==> src/rtl/elic_pkg.sv <==
// Shared types and codes for the edge/level interrupt controller.
// No dependencies; every other file refers to this package by scoped names.
package elic_pkg;

    localparam int NUM_LINES_DEF = 32;
    localparam int WORD_W        = 32;
    localparam int IDX_W         = 5;
    localparam int CMD_W         = 2;
    localparam int SEL_W         = 3;
    localparam int IN_DATA_W     = 2 * WORD_W;
    localparam int IN_USER_W     = CMD_W + SEL_W;
    localparam int OUT_FIELDS_W  = WORD_W + 1 + IDX_W;
    localparam int OUT_DATA_W    = ((OUT_FIELDS_W + 7) / 8) * 8;

    // command codes
    localparam logic [CMD_W-1:0] CMD_TICK  = 2'd0;
    localparam logic [CMD_W-1:0] CMD_WRITE = 2'd1;
    localparam logic [CMD_W-1:0] CMD_READ  = 2'd2;

    // register select codes
    localparam logic [SEL_W-1:0] SEL_STATUS   = 3'd0;
    localparam logic [SEL_W-1:0] SEL_ENABLE   = 3'd1;
    localparam logic [SEL_W-1:0] SEL_SET      = 3'd2;
    localparam logic [SEL_W-1:0] SEL_CLEAR    = 3'd3;
    localparam logic [SEL_W-1:0] SEL_POLARITY = 3'd4;
    localparam logic [SEL_W-1:0] SEL_EDGE     = 3'd5;

    typedef struct packed {
        logic [CMD_W-1:0]  command;
        logic [SEL_W-1:0]  reg_select;
        logic [WORD_W-1:0] write_data;
        logic [WORD_W-1:0] line_levels;
    } item_t;

    typedef struct packed {
        logic [WORD_W-1:0] read_data;
        logic              irq_any;
        logic [IDX_W-1:0]  first_pending;
    } result_t;

endpackage

==> src/rtl/elic_prio.sv <==
// Lowest-set-bit encoder for the pending word.
// Depends on elic_pkg for the index width.
module elic_prio #(
    parameter int NUM_LINES = elic_pkg::NUM_LINES_DEF
) (
    input  logic [NUM_LINES-1:0]        pending,
    output logic                        any,
    output logic [elic_pkg::IDX_W-1:0]  index
);

    logic [NUM_LINES-1:0] lowest;

    // isolate lowest set bit, then OR-encode its position
    assign lowest = pending & (~pending + NUM_LINES'(1));
    assign any    = |pending;

    always_comb begin
        index = '0;
        for (int i = 0; i < NUM_LINES; i++) begin
            if (lowest[i]) begin
                index = index | elic_pkg::IDX_W'(i);
            end
        end
    end

endmodule

==> src/rtl/elic_regs.sv <==
// Per-line state registers, command decode and status/pending word.
// Depends on elic_pkg for codes and the item struct.
module elic_regs #(
    parameter int NUM_LINES = elic_pkg::NUM_LINES_DEF
) (
    input  logic                          aclk,
    input  logic                          aresetn,
    input  logic                          fire,
    input  elic_pkg::item_t               item,
    output logic [elic_pkg::WORD_W-1:0]   read_data,
    output logic [NUM_LINES-1:0]          pending
);

    logic [NUM_LINES-1:0] enable_reg,   enable_next;
    logic [NUM_LINES-1:0] polarity_reg, polarity_next;
    logic [NUM_LINES-1:0] edge_reg,     edge_next;
    logic [NUM_LINES-1:0] latch_reg,    latch_next;
    logic [NUM_LINES-1:0] levels_reg,   levels_next;

    logic [NUM_LINES-1:0] data, levels, hit, status;
    logic [NUM_LINES-1:0] rd;

    assign data   = item.write_data[NUM_LINES-1:0];
    assign levels = item.line_levels[NUM_LINES-1:0];

    // edge hit: rising on active-high lines, falling on active-low lines
    assign hit = (levels & ~levels_reg & polarity_reg)
               | (~levels & levels_reg & ~polarity_reg);

    always_comb begin
        enable_next   = enable_reg;
        polarity_next = polarity_reg;
        edge_next     = edge_reg;
        latch_next    = latch_reg;
        levels_next   = levels_reg;
        case (item.command)
            elic_pkg::CMD_TICK: begin
                latch_next  = latch_reg | (hit & edge_reg);
                levels_next = levels;
            end
            elic_pkg::CMD_WRITE: begin
                case (item.reg_select)
                    elic_pkg::SEL_ENABLE:   enable_next   = data;
                    elic_pkg::SEL_CLEAR:    latch_next    = latch_reg & ~data;
                    elic_pkg::SEL_POLARITY: polarity_next = data;
                    elic_pkg::SEL_EDGE:     edge_next     = data;
                    default: ;   // status, set and unused selects ignore writes
                endcase
            end
            default: ;           // reads and unused command change nothing
        endcase
    end

    // status after the item: latched edge lines, or level lines at polarity
    assign status  = (latch_next & edge_next)
                   | (~(levels_next ^ polarity_next) & ~edge_next);
    assign pending = status & enable_next;

    always_comb begin
        rd = '0;
        if (item.command == elic_pkg::CMD_READ) begin
            case (item.reg_select)
                elic_pkg::SEL_STATUS:   rd = status;
                elic_pkg::SEL_ENABLE:   rd = enable_reg;
                elic_pkg::SEL_POLARITY: rd = polarity_reg;
                elic_pkg::SEL_EDGE:     rd = edge_reg;
                default:                rd = '0;
            endcase
        end
    end

    assign read_data = elic_pkg::WORD_W'(rd);

    always_ff @(posedge aclk) begin
        if (!aresetn) begin
            enable_reg   <= '0;
            polarity_reg <= '1;
            edge_reg     <= '0;
            latch_reg    <= '0;
            levels_reg   <= '0;
        end else if (fire) begin
            enable_reg   <= enable_next;
            polarity_reg <= polarity_next;
            edge_reg     <= edge_next;
            latch_reg    <= latch_next;
            levels_reg   <= levels_next;
        end
    end

endmodule

==> src/rtl/edge_level_interrupt_controller.sv <==
// Edge/level interrupt controller, one bank of up to NUM_LINES lines.
// An accepted input beat passes through the input register, then the state
// update and the result register, before its result beat is valid.
// Throughput: one beat per cycle while the sink accepts results; the state update sets the rate.
// Reset (aresetn low, synchronous): all lines masked, active high, level mode,
// edge latches and sampled levels cleared, both pipeline stages emptied.
module edge_level_interrupt_controller #(
    parameter int NUM_LINES = elic_pkg::NUM_LINES_DEF
) (
    input  logic                              aclk,
    input  logic                              aresetn,
    // input channel
    input  logic                              s_axis_tvalid,
    output logic                              s_axis_tready,
    // [31:0] write_data, [63:32] line_levels
    input  logic [elic_pkg::IN_DATA_W-1:0]    s_axis_tdata,
    // [1:0] command, [4:2] reg_select
    input  logic [elic_pkg::IN_USER_W-1:0]    s_axis_tuser,
    // result channel
    output logic                              m_axis_tvalid,
    input  logic                              m_axis_tready,
    // [31:0] read_data, [32] irq_any, [37:33] first_pending, [39:38] zero
    output logic [elic_pkg::OUT_DATA_W-1:0]   m_axis_tdata
);

    // Stage 1: input register holding one accepted beat.
    logic            in_valid_reg, in_valid_next;
    elic_pkg::item_t in_item_reg;

    // Stage 2: result register.
    logic                              out_valid_reg, out_valid_next;
    logic [elic_pkg::OUT_DATA_W-1:0]   out_data_reg;

    logic                              s_fire;
    logic                              advance;
    logic [elic_pkg::WORD_W-1:0]       read_data;
    logic [NUM_LINES-1:0]              pending;
    elic_pkg::result_t                 result;

    // The stage-1 beat moves on when the result register is empty or draining,
    // so a new beat enters every cycle while the sink keeps up.
    assign advance       = in_valid_reg && (!out_valid_reg || m_axis_tready);
    assign s_axis_tready = !in_valid_reg || advance;
    assign s_fire        = s_axis_tvalid && s_axis_tready;

    // State is committed exactly when the beat leaves stage 1.
    elic_regs #(
        .NUM_LINES (NUM_LINES)
    ) u_regs (
        .aclk      (aclk),
        .aresetn   (aresetn),
        .fire      (advance),
        .item      (in_item_reg),
        .read_data (read_data),
        .pending   (pending)
    );

    elic_prio #(
        .NUM_LINES (NUM_LINES)
    ) u_prio (
        .pending (pending),
        .any     (result.irq_any),
        .index   (result.first_pending)
    );

    assign result.read_data = read_data;

    always_comb begin
        in_valid_next = in_valid_reg;
        if (s_fire) begin
            in_valid_next = 1'b1;
        end else if (advance) begin
            in_valid_next = 1'b0;
        end

        out_valid_next = out_valid_reg;
        if (advance) begin
            out_valid_next = 1'b1;
        end else if (m_axis_tready) begin
            out_valid_next = 1'b0;
        end
    end

    always_ff @(posedge aclk) begin
        if (!aresetn) begin
            in_valid_reg  <= 1'b0;
            out_valid_reg <= 1'b0;
        end else begin
            in_valid_reg  <= in_valid_next;
            out_valid_reg <= out_valid_next;
        end
    end

    // Payload registers, no reset needed.
    always_ff @(posedge aclk) begin
        if (s_fire) begin
            in_item_reg.command     <= s_axis_tuser[elic_pkg::CMD_W-1:0];
            in_item_reg.reg_select  <= s_axis_tuser[elic_pkg::IN_USER_W-1:elic_pkg::CMD_W];
            in_item_reg.write_data  <= s_axis_tdata[elic_pkg::WORD_W-1:0];
            in_item_reg.line_levels <= s_axis_tdata[elic_pkg::IN_DATA_W-1:elic_pkg::WORD_W];
        end
        if (advance) begin
            out_data_reg <= elic_pkg::OUT_DATA_W'({result.first_pending,
                                                   result.irq_any,
                                                   result.read_data});
        end
    end

    assign m_axis_tvalid = out_valid_reg;
    assign m_axis_tdata  = out_data_reg;

endmodule
==> config.mk <==
export PLATFORM = sky130hd
export DESIGN_NAME = edge_level_interrupt_controller
export DESIGN_NICKNAME = d
export VERILOG_FILES = /design/src/rtl/elic_pkg.sv /design/src/rtl/elic_prio.sv /design/src/rtl/elic_regs.sv /design/src/rtl/edge_level_interrupt_controller.sv
export SDC_FILE = /design/constraint.sdc
export NUM_CORES = 1
export LEC_CHECK = 0
export BUFFER_PORTS_ARGS = -buffer_cell sky130_fd_sc_hd__buf_2
export CAP_MARGIN = 20
export CORE_MARGIN = 2
export CORE_UTILIZATION = 40
export CTS_CLUSTER_DIAMETER = 80
export DETAILED_ROUTE_END_ITERATION = 7
export PLACE_DENSITY = 0.63
export SLEW_MARGIN = 15
export SYNTH_ARGS = -nofsm -noshare
export SYNTH_HDL_FRONTEND = slang
export SYNTH_SLANG_ARGS = --single-unit
==> constraint.sdc <==
create_clock -name aclk -period 8.3 [get_ports aclk]
set_clock_uncertainty 0.05 [all_clocks]
set_input_delay 0.415 -clock aclk [delete_from_list [all_inputs] [get_ports aclk]]
set_output_delay 0.415 -clock aclk [all_outputs]
set_load 0.03 [all_outputs]
# == After elaboration in Yosys (flattened, before gate mapping) ==
# Cells that the tools add are included.
# word_totals
ff_bits,269
input_bits,73
output_inout_bits,42
word_cells,113
# op_classes
add_sub_neg,1
n_eq_ne,7
n_mux,51
bitwise,21
reduce_logical,15
# op_table
op,count
32-bit 2-to-1 mux,19
32-bit AND,10
32-bit NOT,7
32-bit case mux with 4 select lines,1
32-bit bitwise OR,3
32-bit case mux with 2 select lines,1
"32-bit by 1-bit adder with 32-bit output, second input constant",1
4-bit 2-to-1 mux,8
32-bit OR reduction,1
32-bit bitwise XOR,1
3-bit 2-to-1 mux,8
16-bit OR reduction,1
2-bit 2-to-1 mux,6
1-bit 2-to-1 mux,8
8-bit OR reduction,1
"3-bit == test, second input constant",2
2-bit nonzero test,2
4-bit OR reduction,1
"3-bit by 1-bit == test with 1-bit output, second input constant",1
"3-bit by 2-bit == test with 1-bit output, second input constant",1
3-bit logical NOT,1
"2-bit by 1-bit == test with 1-bit output, second input constant",1
"2-bit == test, second input constant",1
1-bit logical AND,2
other kinds (5),7

# == Logic depth before layout (Yosys ltp) ==
# logic_depth
depth_word,39
mapped_depth,14
mapped_depth_nobuf,9

# == Modules after synthesis ==
# Synthesis repeated with hierarchy kept, for this count alone.
# hier_totals
cells_unflattened,1629
hier_area_um2,14675.3
# modules_own_cells
mod,n_inst,cells_each,area_each_um2,seq_area_each_um2
elic_regs,1,1422,10757.8,3203.1
edge_level_interrupt_controller,1,119,3335.7,3253.1
elic_prio,1,88,581.8,0.0

# == Worst setup path after synthesis ==
# No wires, ideal clock.
# synth_timing
path_type,reg2reg
from,reg in_item_reg[68] (netlist bit)
to,"reg out_data_reg, in the netlist m_axis_tdata[36], data pin"
setup_ns,0.272
arrival_ns,3.056
setup_slack_ns,4.922
path_stages_with_launch,13
n_path_buf,3
synth_period_minus_slack_ns,3.378
path_cell_list,edfxtp_1 -> or3b_1 -> buf_2 -> nor2_1 -> buf_2 -> buf_2 -> mux2_2 -> o211ai_1 -> o21ai_1 -> nor4_1 -> inv_1 -> nor3_1 -> o22ai_1
# synth_between
elab_chain_cells,18
word_cells_on_any_way,26
cone_classes,1 x add/sub; 1 x eq/ne; 13 x mux; 9 x bitwise; 2 x reduce/logical
# synth_rtl
element,line,text
start: declaration,edge_level_interrupt_controller.sv:28,elic_pkg::item_t in_item_reg;
2-bit by 1-bit == test with 1-bit output / 2-bit logical NOT (equally long branches),elic_regs.sv:36,case (item.command)
32-bit 2-to-1 mux,elic_regs.sv:36,
32-bit bitwise XOR,elic_regs.sv:56,| (~(levels_next ^ polarity_next) & ~edge_next);
32-bit NOT,elic_regs.sv:56,
32-bit AND,elic_regs.sv:56,
32-bit bitwise OR,elic_regs.sv:56,
32-bit AND (*),elic_regs.sv:57,assign pending = status & enable_next;
32-bit NOT,elic_prio.sv:14,assign lowest = pending & (~pending + NUM_LINES'(1));
32-bit by 1-bit adder with 32-bit output,elic_prio.sv:14,
32-bit AND (*),elic_prio.sv:14,
4-bit 2-to-1 mux (8 in a row),elic_prio.sv:20,if (lowest[i]) begin
end signal: assignment,edge_level_interrupt_controller.sv:103,"out_data_reg <= elic_pkg::OUT_DATA_W'({result.first_pending,"
end: declaration,edge_level_interrupt_controller.sv:32,logic [elic_pkg::OUT_DATA_W-1:0] out_data_reg;
# Every way passes the cells marked *; elsewhere a longest branch is shown, timed or not.
# A chain may end at the register's enable or synchronous reset.

# == Worst setup path in the final report ==
# layout_timing
from,reg in_item_reg[66] (netlist bit)
to,"reg out_data_reg, in the netlist m_axis_tdata[33], data pin"
# layout_between
elab_chain_cells,37
word_cells_on_any_way,48
cone_classes,1 x add/sub; 4 x eq/ne; 34 x mux; 9 x bitwise
# layout_rtl
element,line,text
3-bit == test,elic_regs.sv:42,case (item.reg_select)
32-bit 2-to-1 mux,elic_regs.sv:42,
32-bit 2-to-1 mux,elic_regs.sv:36,
32-bit bitwise XOR,elic_regs.sv:56,
32-bit NOT,elic_regs.sv:56,
32-bit AND,elic_regs.sv:56,
32-bit bitwise OR,elic_regs.sv:56,
32-bit AND (*),elic_regs.sv:57,
[6 not listed],--,
3-bit 2-to-1 mux (4 in a row),elic_prio.sv:20,
4-bit 2-to-1 mux (8 in a row),elic_prio.sv:20,
1-bit 2-to-1 mux,elic_prio.sv:20,
2-bit 2-to-1 mux (2 in a row),elic_prio.sv:20,
3-bit 2-to-1 mux (4 in a row),elic_prio.sv:20,
1-bit 2-to-1 mux,elic_prio.sv:20,
2-bit 2-to-1 mux (2 in a row),elic_prio.sv:20,
1-bit 2-to-1 mux,elic_prio.sv:20,
# Marked as above.

==> out/metrics.yaml <==
synthesis:
  ys_warn_count: 0
  yosys.area_share.adder: 0
  synthArstFlopShare: 0
  synth-compound-area-share: 0.244
  avgSynthCellArea_um2: 8.42
  yosys-top-cells-area: "dfxtp_1 22%, edfxtp_1 21%, nand2_1 7.7%"
  yosysMostFrequentCell: "nand2_1"
  ys_seq_area_frac: 0.431
  ys_ff_latch: 269
  synthTopCellsByCount: "306 x nand2_1, 202 x a21oi_1, 162 x dfxtp_1"
  synth-xor-area-share: 0.00292
  synth_area_leader_cell: "dfxtp_1"
  synth_top_family_by_area: "compound AO/OA/AOI/OAI gates"
  syn_area_mm2: 0.0150
  netlist_instances: 1781
  synth_edf_count: 107
  synthFlopType: "dfxtp_1"
  synth-simple-area-share: 0.224
  synth_mux_area_frac: 0.0442
  synth.distinct_cells: 90
  synthDominantCellAreaShare: 0.216
hold_path:
  hold_class: "primary input to flip-flop"
detailed_routing:
  via_per_inst: 6.20
  route.detailed.drc: 1
  ant_nets: 0
  first_iter_violations: 1753
  wl_per_cell_um: 23.1
  vias: 14750
  drt_pass1_iterations: 8
  routed_wl_um: 55100
floorplan:
  row_count: 70
  die_w_um: 198
  core_mm2: 0.0368
  die_y_um: 198
  ioPinCount: 115
  die-area_mm2: 0.0390
  start_util: 0.408
run_status:
  status: "complete, but fails checks"
  violations: "design-rule violations"
timing:
  fin_crit_ps: 4750
  final-setup-viol-count: 0
  whs_ps: 91.6
  slew_headroom: 0.285
  slew_violations: 0
  fin_crit_sh: 0.573
  hold_viol: 0
  rsz0062_at_grt: "no"
  finalSetupTns_ps: 0
  max_freq_mhz: 210
  worst_pin_slew_ps: 1050
power:
  power_mw: 3.14
  power.leakage_nw: 6.36
  p_per_area_mw_per_mm2: 179
  vdd_drop_max_mv: 0.171
cts:
  htree_num_levels: 1
  clk_latency_ps: 590
  cts.sinks: 269
  clock-root-buffer: "clkbuf_16"
  cts_inserted_buffers: 31
  cts_tree: "built"
  clk_path_buf_depth: 3
  postCtsSetupRepairBufs: 0
  clk_pin_slew_ps: 60
global_routing:
  track_usage: 0.277
  grt_pass1_vias: 13601
  grt_first_pass_wirelength_um: 82900
  gr-total-overflow: 0
  grt_max_degree: 76
  antenna_found_initial: 2
cells_and_area:
  stdcell_count: 2379
  nNetsFinal: 1958
  regArea_mm2: 0.00646
  multiInputGateArea_mm2: 0.00779
  final_cell_area_mm2: 0.0175
  nFillCells: 3576
  synthToLayoutAreaGrowth_pct: 16.9
  drive_above_1_share: 0.124
  largest_reg_flops: 69
critical_path:
  endpoint_kind: "flip-flop"
  critical_path_class: "flip-flop to flip-flop"
  cp.required_ps: 8570
  worstPathMaxFanout: 41
  critPathLaunchType: "flip-flop"
  arrival_ps: 5020
place:
  placedCellCount: 2250
  placed_area_mm2: 0.0158
  gp_congestion: 0.913
  io_buffers: 112
  dp_hpwl_um: 35400
flow_run:
  cap_violations: 0
final cells by class:
type / instances / share of cell area
multi-input combinational: 1322 / 0.444
sequential: 269 / 0.368
timing repair buffer: 216 / 0.0865
clock buffer: 44 / 0.0488
tap: 468 / 0.0334
inverter: 45 / 0.00978
clock inverter: 14 / 0.00850
antenna: 1 / 0.000143
repair_timing:
item / in CTS / in global routing
hold endpoints to repair: 70 / 0
gates resized for setup: 0 / 0
endpoints found under the setup margin: 0 / 0
hold buffers: 70 / 0
layout by cell type (no fill, tap or decap), types with 8 or more instances in the layout:
master,netlist,final
nor2_1,147,141
nor2b_1,11,10
edfxtp_1,107,107
o211a_1,13,13
a211oi_1,40,40
and3b_1,24,24
o21ai_0,69,69
a21oi_1,202,202
clkbuf_16,0,31
o31ai_1,8,8
or3_1,19,19
a221oi_1,8,8
a32oi_1,9,9
mux2i_1,64,64
and3_1,9,9
nor3b_1,42,42
o211ai_1,41,41
a21o_1,9,9
dlygate4sd3_1,0,70
nand2b_1,10,10
o21a_1,18,18
nand3_1,54,54
or3b_2,8,8
dfxtp_1,162,162
buf_2,33,112
buf_4,8,34
nand2_1,306,303
clkbuf_1,94,10
nor3_1,20,18
a31oi_1,14,14
inv_1,45,42
o22ai_1,10,10
o22a_1,18,18
power breakdown:
group | leakage, nW | switching, mW | total [mW] | internal, mW
Sequential | 2.35 | 0.0467 | 1.46 | 1.41
Combinational | 3.53 | 0.203 | 0.311 | 0.107
Clock | 0.473 | 0.584 | 1.37 | 0.782
Total | 6.36 | 0.834 | 3.14 | 2.30
worst paths after layout:
path | start | to | slack, ps | cells past startpoint
max | in_item_reg[66]$_DFFE_PP_ | m_axis_tdata[33]$_SDFFCE_PP1P_ | 3550 | 11
min | m_axis_tready | m_axis_tvalid$_SDFFE_PN0P_ | 90 | 4
max reg2reg | in_item_reg[66]$_DFFE_PP_ | m_axis_tdata[33]$_SDFFCE_PP1P_ | 3550 | 11
min reg2reg | u_regs.enable_reg[21]$_SDFFE_PN0P_ | u_regs.enable_reg[21]$_SDFFE_PN0P_ | 420 | 2
cells by family after synthesis:
group                     Yosys count
and+or+nand+nor                   695
xor gates and xnor gates            5
buffers and inverters             191
other                               1
muxes                              66
AOI/OAI and AO/OA                 554
DFF                               269
through the flow:
stage          setup WS (ps)   util
3_5_place_dp            3770  0.430
2_1_floorplan           4920      -
6_report                3550  0.476
4_1_cts                 3750  0.476
3_3_place_gp            3770  0.430
5_1_grt                 3470  0.476
layer usage:
metal	vias to the layer above	global-route usage	routed length, um
met4	0	0.107	1810
met3	133	0.0497	5320
li1	6700	-	-
met1	7090	0.390	24000
met2	827	0.422	24000
met5	-	0	0
critical path, cell delays in order, from the launching register on:
cell and delay (ps):
edfxtp_1 350, buf_4 440, nor4bb_4 310, buf_4 570, nand2_2 600, a221o_1 530
o32ai_1 500, a21oi_1 150, nand4_2 230, and3b_1 210, nor4_1 370, nand4_1 130
No activity file was read; power rests on OpenSTA's default activity.
